### src/rtl/core/dmr_pkg.sv
// Shared types, codes and constants for the device match registry.
`timescale 1ns / 1ps
`default_nettype none
package dmr_pkg;

    // Rule table depth
    localparam int TABLE_DEPTH = 16;

    // Match flag bit positions
    localparam int FL_DEVNO   = 0;
    localparam int FL_CHARS   = 1;
    localparam int FL_EXACT   = 2;
    localparam int FL_NOCU    = 3;
    localparam int FL_NODEV   = 4;
    localparam int FL_CUTYPE  = 5;
    localparam int FL_DEVTYPE = 6;

    // Flag pattern for an exact-characteristics rule
    localparam logic [6:0] FLAGS_EXACT_CHARS = 7'b000_0110;

    // Characteristics field masks: cu_type, cu_model, dev_type, dev_model
    localparam logic [47:0] CH_CUTYPE  = 48'hFFFF_0000_0000;
    localparam logic [47:0] CH_CUMODEL = 48'h0000_FF00_0000;
    localparam logic [47:0] CH_DVTYPE  = 48'h0000_00FF_FF00;
    localparam logic [47:0] CH_DVMODEL = 48'h0000_0000_00FF;
    localparam logic [47:0] CH_ALL     = 48'hFFFF_FFFF_FFFF;

    typedef enum logic [1:0] {
        OP_REG    = 2'd0,
        OP_UNREG  = 2'd1,
        OP_SEARCH = 2'd2,
        OP_RSVD   = 2'd3
    } t_op;

    typedef enum logic [1:0] {
        ST_OK      = 2'd0,
        ST_INVALID = 2'd1,
        ST_BUSY    = 2'd2,
        ST_FULL    = 2'd3
    } t_status;

    typedef enum logic {
        S_IDLE = 1'b0,
        S_EXEC = 1'b1
    } t_state;

    // Captured request, broadcast to every cell
    typedef struct packed {
        t_op         op;
        logic [7:0]  handle;
        logic [6:0]  flags;
        logic [15:0] devno;
        logic        devno_valid;
        logic [47:0] chars;
    } t_req;

    // Stored rule payload
    typedef struct packed {
        logic [6:0]  flags;
        logic [7:0]  handle;
        logic [15:0] devno;
        logic [47:0] chars;
    } t_rule;

    typedef struct packed {
        logic  valid;
        t_rule rule;
    } t_entry;

    // First-hit scan result handed from cell to cell, newest first
    typedef struct packed {
        logic       hit;
        t_status    code;
        logic [7:0] handle;
    } t_chain;

    // Table update command from the controller
    typedef struct packed {
        logic ins;
        logic del;
    } t_cmd;

endpackage
`default_nettype wire

### src/rtl/core/dmr_cell.sv
// One slot of the rule table: holds a rule, compares it and shifts with its neighbors.
`timescale 1ns / 1ps
`default_nettype none
module dmr_cell (
    input  wire logic            i_clk,
    input  wire logic            i_rst_n,
    input  wire dmr_pkg::t_req   i_req,
    input  wire dmr_pkg::t_cmd   i_cmd,
    input  wire dmr_pkg::t_entry i_prev,
    input  wire dmr_pkg::t_entry i_next,
    input  wire dmr_pkg::t_chain i_chain,
    output dmr_pkg::t_chain      o_chain,
    output dmr_pkg::t_entry      o_entry
);
    import dmr_pkg::*;

    logic        r_valid;
    t_rule       r_rule;
    t_entry      n_entry;
    logic        w_upd;
    logic        w_h_eq;
    logic        w_d_eq;
    logic        w_c_eq;
    logic        w_cm;
    logic [47:0] w_mask;
    t_chain      w_local;

    assign o_entry = '{valid: r_valid, rule: r_rule};

    // Per-rule characteristics mask
    always_comb begin
        w_mask = CH_ALL;
        if (!r_rule.flags[FL_EXACT]) begin
            if (r_rule.flags[FL_NOCU])    w_mask = w_mask & ~(CH_CUTYPE | CH_CUMODEL);
            if (r_rule.flags[FL_NODEV])   w_mask = w_mask & ~(CH_DVTYPE | CH_DVMODEL);
            if (r_rule.flags[FL_CUTYPE])  w_mask = w_mask & ~CH_CUMODEL;
            if (r_rule.flags[FL_DEVTYPE]) w_mask = w_mask & ~CH_DVMODEL;
        end
    end

    // Field compares against the request
    assign w_h_eq = (r_rule.handle == i_req.handle);
    assign w_d_eq = (r_rule.devno == i_req.devno);
    assign w_c_eq = (r_rule.chars == i_req.chars);
    assign w_cm   = (((r_rule.chars ^ i_req.chars) & w_mask) == '0);

    // Local hit for the current request
    always_comb begin
        w_local.hit    = 1'b0;
        w_local.code   = ST_OK;
        w_local.handle = r_rule.handle;
        unique case (i_req.op)
            OP_REG: begin
                w_local.hit  = r_valid & (w_h_eq
                             | (r_rule.flags[FL_DEVNO] & i_req.flags[FL_DEVNO] & w_d_eq)
                             | ((i_req.flags == FLAGS_EXACT_CHARS) & w_c_eq));
                w_local.code = w_h_eq ? ST_INVALID : ST_BUSY;
            end
            OP_UNREG: begin
                w_local.hit = r_valid & w_h_eq;
            end
            OP_SEARCH: begin
                w_local.hit = r_valid
                            & ((r_rule.flags[FL_DEVNO] & i_req.devno_valid & w_d_eq)
                            |  (r_rule.flags[FL_CHARS] & w_cm));
            end
            default: begin
                w_local.hit = 1'b0;
            end
        endcase
    end

    // Newer slot's hit wins
    assign o_chain = i_chain.hit ? i_chain : w_local;

    // Insert takes the newer neighbor; removal at or above takes the older one
    always_comb begin
        w_upd   = 1'b0;
        n_entry = i_prev;
        if (i_cmd.ins) begin
            w_upd   = 1'b1;
            n_entry = i_prev;
        end else if (i_cmd.del && (i_chain.hit || w_local.hit)) begin
            w_upd   = 1'b1;
            n_entry = i_next;
        end
    end

    always_ff @(posedge i_clk) begin
        if (!i_rst_n) begin
            r_valid <= 1'b0;
        end else if (w_upd) begin
            r_valid <= n_entry.valid;
        end
    end

    always_ff @(posedge i_clk) begin
        if (w_upd) begin
            r_rule <= n_entry.rule;
        end
    end

endmodule
`default_nettype wire

### src/rtl/core/device_match_registry_unit.sv
// Top level of the device match registry: request capture, cell chain and result register.
// The request register captures a request when it is accepted; the result register then loads
//   from the execute step once the result register is free, and o_valid rises with it.
// A new request is not accepted until the single execute step, a first-hit
//   scan rippling through the row of slot cells, has finished.
// A stall on the result side holds the execute step until the result register frees.
// Reset clears all slot valid bits, the state machine and the result valid bit.
`timescale 1ns / 1ps
`default_nettype none
module device_match_registry_unit (
    input  wire logic        i_clk,
    input  wire logic        i_rst_n,
    input  wire logic        i_valid,
    output logic             o_stall,
    input  wire logic [1:0]  i_req_type,
    input  wire logic [7:0]  i_handle,
    input  wire logic [6:0]  i_match_flags,
    input  wire logic [15:0] i_dev_number,
    input  wire logic        i_dev_number_valid,
    input  wire logic [15:0] i_cu_type,
    input  wire logic [7:0]  i_cu_model,
    input  wire logic [15:0] i_dev_type,
    input  wire logic [7:0]  i_dev_model,
    output logic             o_valid,
    input  wire logic        i_stall,
    output logic [1:0]       o_status,
    output logic             o_found,
    output logic [7:0]       o_found_handle
);
    import dmr_pkg::*;

    t_state     r_state;
    t_state     n_state;
    t_req       r_req;
    logic       r_out_valid;
    t_status    r_status;
    logic       r_found;
    logic [7:0] r_fhandle;

    logic       w_accept;
    logic       w_out_free;
    logic       w_done;
    t_cmd       w_cmd;
    t_status    w_status;
    logic       w_found;
    logic [7:0] w_fhandle;
    t_entry     w_new;

    t_entry w_entry [TABLE_DEPTH];
    t_entry w_prev  [TABLE_DEPTH];
    t_entry w_next  [TABLE_DEPTH];
    t_chain w_chain [TABLE_DEPTH+1];

    assign w_accept   = i_valid && !o_stall;
    assign w_out_free = !r_out_valid || !i_stall;

    // Request capture
    always_ff @(posedge i_clk) begin
        if (w_accept) begin
            r_req.op          <= t_op'(i_req_type);
            r_req.handle      <= i_handle;
            r_req.flags       <= i_match_flags;
            r_req.devno       <= i_dev_number;
            r_req.devno_valid <= i_dev_number_valid;
            r_req.chars       <= {i_cu_type, i_cu_model, i_dev_type, i_dev_model};
        end
    end

    // New rule entering at the head
    assign w_new = '{valid: 1'b1,
                     rule: '{flags: r_req.flags, handle: r_req.handle,
                             devno: r_req.devno, chars: r_req.chars}};

    // Row of slot cells, newest at index 0
    assign w_chain[0] = '{hit: 1'b0, code: ST_OK, handle: 8'd0};

    for (genvar g = 0; g < TABLE_DEPTH; g++) begin : g_cell
        if (g == 0) begin : g_head
            assign w_prev[g] = w_new;
        end else begin : g_body
            assign w_prev[g] = w_entry[g-1];
        end
        if (g == TABLE_DEPTH - 1) begin : g_tail
            assign w_next[g] = '0;
        end else begin : g_inner
            assign w_next[g] = w_entry[g+1];
        end

        dmr_cell u_cell (
            .i_clk   (i_clk),
            .i_rst_n (i_rst_n),
            .i_req   (r_req),
            .i_cmd   (w_cmd),
            .i_prev  (w_prev[g]),
            .i_next  (w_next[g]),
            .i_chain (w_chain[g]),
            .o_chain (w_chain[g+1]),
            .o_entry (w_entry[g])
        );
    end

    // Result and table command from the scan
    always_comb begin
        w_status  = ST_OK;
        w_found   = 1'b0;
        w_fhandle = 8'd0;
        w_cmd     = '{ins: 1'b0, del: 1'b0};
        unique case (r_req.op)
            OP_REG: begin
                if (!r_req.flags[FL_DEVNO] && !r_req.flags[FL_CHARS]) begin
                    w_status = ST_INVALID;
                end else if (w_chain[TABLE_DEPTH].hit) begin
                    w_status = w_chain[TABLE_DEPTH].code;
                end else if (w_entry[TABLE_DEPTH-1].valid) begin
                    w_status = ST_FULL;
                end else begin
                    w_cmd.ins = w_done;
                end
            end
            OP_UNREG: begin
                if (w_chain[TABLE_DEPTH].hit) begin
                    w_cmd.del = w_done;
                end else begin
                    w_status = ST_INVALID;
                end
            end
            OP_SEARCH: begin
                w_found   = w_chain[TABLE_DEPTH].hit;
                w_fhandle = w_chain[TABLE_DEPTH].hit ? w_chain[TABLE_DEPTH].handle : 8'd0;
            end
            default: begin
                w_status = ST_INVALID;
            end
        endcase
    end

    // State machine: next state
    always_comb begin
        n_state = r_state;
        unique case (r_state)
            S_IDLE: if (w_accept) n_state = S_EXEC;
            S_EXEC: if (w_out_free) n_state = S_IDLE;
            default: n_state = S_IDLE;
        endcase
    end

    // State machine: outputs
    always_comb begin
        o_stall = 1'b1;
        w_done  = 1'b0;
        unique case (r_state)
            S_IDLE: o_stall = 1'b0;
            S_EXEC: w_done  = w_out_free;
            default: o_stall = 1'b1;
        endcase
    end

    always_ff @(posedge i_clk) begin
        if (!i_rst_n) begin
            r_state <= S_IDLE;
        end else begin
            r_state <= n_state;
        end
    end

    // Result register
    always_ff @(posedge i_clk) begin
        if (!i_rst_n) begin
            r_out_valid <= 1'b0;
        end else if (w_done) begin
            r_out_valid <= 1'b1;
        end else if (!i_stall) begin
            r_out_valid <= 1'b0;
        end
    end

    always_ff @(posedge i_clk) begin
        if (w_done) begin
            r_status  <= w_status;
            r_found   <= w_found;
            r_fhandle <= w_fhandle;
        end
    end

    assign o_valid        = r_out_valid;
    assign o_status       = r_status;
    assign o_found        = r_found;
    assign o_found_handle = r_fhandle;

endmodule
`default_nettype wire

### config.mk
export PLATFORM = sky130hd
export DESIGN_NAME = device_match_registry_unit
export DESIGN_NICKNAME = d
export VERILOG_FILES = /design/src/rtl/core/dmr_pkg.sv /design/src/rtl/core/dmr_cell.sv /design/src/rtl/core/device_match_registry_unit.sv
export SDC_FILE = /design/constraint.sdc
export NUM_CORES = 2
export LEC_CHECK = 0
export BUFFER_PORTS_ARGS = -buffer_cell sky130_fd_sc_hd__buf_2
export CAP_MARGIN = 15
export CELL_PAD_IN_SITES_DETAIL_PLACEMENT = 0
export CELL_PAD_IN_SITES_GLOBAL_PLACEMENT = 1
export CORE_UTILIZATION = 50
export DETAILED_ROUTE_END_ITERATION = 12
export HOLD_SLACK_MARGIN = 0.1
export MAX_ROUTING_LAYER = met4
export PLACE_DENSITY = 0.8
export SYNTH_ARGS = -nofsm -noshare
export SYNTH_HDL_FRONTEND = slang
export SYNTH_SLANG_ARGS = --single-unit
### constraint.sdc
create_clock -name i_clk -period 11.2 [get_ports i_clk]
set_input_delay 0 -clock i_clk [delete_from_list [all_inputs] [get_ports i_clk]]
set_output_delay 0 -clock i_clk [all_outputs]
set_load 0.02 [all_outputs]
==> results.toml <==
[yosys]
synth-compound-area-share_pct = 2.77
syn-mean-instance-area_um2 = 13.9
area_share_of_xor_xnor_cells_in_the_synthesized_design_pct = 13.7
ys_async_sr_fraction_pct = 0
post_synth_num_cell_types = 94
yosysSeqAreaShare_pct = 56.0
synth_adder_area_share_pct = 0.0682
synthFlopType = "edfxtp_1"
number_of_synthesized_flops_with_an_enable_pin = 1357
syn_area_um2 = 73400
synth_warnings = 0
synth-seq-cells = 1375
synth.mux.area_fraction_pct = 17.3
synthesis.instances = 5280
synth_top_family_by_area = "multiplexers"
synthesized_area_fraction_occupied_by_and_or_nand_nor_cells_pct = 7.21
syn-num-nets = 5370

[outcome]
run_status = "finished, final reports clean"

[grt]
vias_in_the_first_global_route = 45900
grt_antenna_before_repair = 4
grt-ovfl-total = 0
grt_use_total_pct = 30.2
pin_count_of_the_biggest_net_entering_global_routing = 83
wire_length_of_the_first_global_routing_pass_um = 319000

[power_and_ir_drop]
leakage_nw = 27.3
power_density_nw_per_um2 = 139
power.ir.vdd_worst_v = 0.000132
p_total_mw = 11.4

[final_layout]
leading_cell_type_in_the_layout_fill_and_taps_excluded = "edfxtp_1"
final_util_pct = 56.3
nets_final = 5628
final_layout_size_suffix_gt1_share_pct = 24.7
fin_area_um2 = 82100
area_growth_pct = 11.9
fill_cells = 11900
most_frequent_cells_in_the_layout = "edfxtp_1, mux2_2, xnor2_1"

[cts]
post-cts-setup-buffer-count = 0
cts_max_path_buffers = 3
tritoncts_num_sinks = 1375
cts.root.buffer_cell = "clkbuf_16"
number_of_hold_buffers_added_after_cts = 172
cts_made_buffers = 154
post_cts.resized_instances = 0
clock_insertion_delay_worst_skew_ns = 0.81
clkSlewWorstSetupHoldPaths_ns = 0.06
tritoncts_clock_tree = "yes"
ctsHtreeMaxLevel = 4

[floorplanning]
full_die_area_um2 = 148000
start_util_pct = 50.4
dieWidth_um = 385
y_dimension_of_the_die_um = 385
placeableCoreArea_um2 = 146000
fp-row-count = 140
pin_count = 99

[setup_path]
critical_path.most_common_cell = "nor2_1"
cell_breakdown_of_the_critical_path = "inv_1, ha_1, inv_2, nor2_1, nor3_1, a41o_1, a211oi_2, nor2_1, o41ai_2, nand4_2, o21ai_4, buf_4, mux2_2"
critical_path.top_delay_family = "compound AO/OA/AOI/OAI gates"
worst_ep_required_time_ns = 11.75
cpMaxStageDelayCell = "o21ai_4"
timing.critical_path.arrival_ns = 7.96
worst-path-buf-inv = 3
cpPeakStageDelay_ns = 1.02
timing_worst_setup_path_type = "register to register"
critical_path_capture_point_type = "register"
cp_max_fo = 57
timing.critical_path.from_type = "register"

[sta]
min_period_over_period_pct = 66.2
final-setup-viol-count = 0
setup_repair_after_global_routing_missed_its_margin = "no"
fin_tns_setup_ns = 0
fin_ws_ns = 3.79
final.setup_skew_ns = 0.0465
achievable-frequency_ghz = 0.135
worst_slew_pin_slew_ns = 1.18
relSlewSlack_pct = 20.3
final-hold-violation-count = 0
timing.final.max_slew_violations = 0
post-route-min-period_ns = 7.41

[detailed_routing]
drt_iter0_drc = 5059
postRouteAntennaNets = 0
route.detailed.drc = 0
postRouteWirelength_um = 219000
detail_route.wl_per_cell_um = 29.0
via_count = 46300
vias_per_cell = 6.12
detail_route.first_pass.iterations = 6

[placement]
placed_cell_area_um2 = 75700
dp_worst_slack_ns = 4.01
hpwl_um = 154000
finalWeightedCongestion = 0.958
numPortBuffers = 98

[run]
maxCapViolations = 0

[hold_path]
hold_path.class = "input port to register"
==> cell families after synthesis <==
| family | count (synthesis) |
|---|---|
| xor+xnor | 1152 |
| flops | 1375 |
| compound gates | 282 |
| simple gates | 1009 |
| mux | 1113 |
| buf+inv | 345 |
| fa+ha+maj | 4 |
==> per-stage QoR <==
stage | std cells | hold WS [ns]
6_report | 7574 | 0.148
5_1_grt | 7574 | 0.164
4_1_cts | 7571 | 0.104
3_5_place_dp | 7125 | 0.178
3_3_place_gp | 7125 | 0.176
2_1_floorplan | 5280 | 0.0989
==> final cells by class <==
cell class	instances	area (um2)	area share [%]
Inverter	34	128	0.155
Clock inverter	75	533	0.649
Multi-Input combinational cell	3560	30500	37.2
Antenna cell	1	2.50	0.00305
Sequential cell	1375	41100	50.1
Timing Repair Buffer	413	3280	4.00
Tap cell	1917	2400	2.92
Clock buffer	199	4150	5.05
==> sequential cells by signal, summed over array words and instances (netlist names) <==
name	flops
g_cell.u_cell.r_valid	16
o_found	1
r_state	1
o_status	2
o_valid	1
g_cell.u_cell.o_entry	1264
r_req	82
o_found_handle	8
==> worst register-to-register path, cell delays in order, from the launching register on <==
cell and delay (ns):
edfxtp_1 0.39, inv_1 0.09, ha_1 0.67, inv_2 0.16, nor2_1 0.88, nor3_1 0.34
a41o_1 0.47, a211oi_2 0.49, nor2_1 0.26, o41ai_2 0.45, nand4_2 0.51, o21ai_4 1.03
buf_4 0.89, mux2_2 0.53
==> Yosys cell counts, types with 14 or more instances <==
cell type  number  share of area (%)
a21oi_1        57               0.39
and2_1         82               0.70
and3_1         17               0.14
buf_2         158                1.1
buf_4          73               0.75
buf_6          47               0.72
clkbuf_1       31               0.16
dfxtp_1        18               0.49
edfxtp_1     1357                 56
inv_1          32               0.16
mux2_1        221                3.4
mux2_2        825                 13
mux2_4         54                1.1
nand2_1       322                1.6
nand3_1        50               0.34
nand4_1       169                1.4
nor2_1         83               0.42
nor3_1         51               0.35
nor4_1        158                1.3
o21ai_0        36               0.25
o21bai_1       21               0.21
or3_1          14               0.12
xnor2_1       603                7.2
xor2_1        549                6.5
==> routing by layer <==
layer,routed length (um),global-route usage (%),vias to the layer above
li1,-,-,20100
met1,92900,40.5,23900
met2,104000,47.6,1903
met3,15800,4.56,363
met4,6640,8.94,0
met5,0,-,-
==> power by group <==
part,switching [mW],internal (mW)
Sequential,0.113,5.74
Clock,2.14,2.67
Combinational,0.455,0.313
==> worst paths after layout <==
check	from	end	slack, ns	cells past startpoint
max	r_req[80]	g_cell[13].u_cell.o_entry[41]	3.79	13
min	i_rst_n	g_cell[8].u_cell.r_valid	0.15	3
max reg2reg	r_req[80]	g_cell[13].u_cell.o_entry[41]	3.79	13
min reg2reg	g_cell[12].u_cell.r_valid	g_cell[12].u_cell.r_valid	0.50	2
No activity file was read; power rests on OpenSTA's default activity.
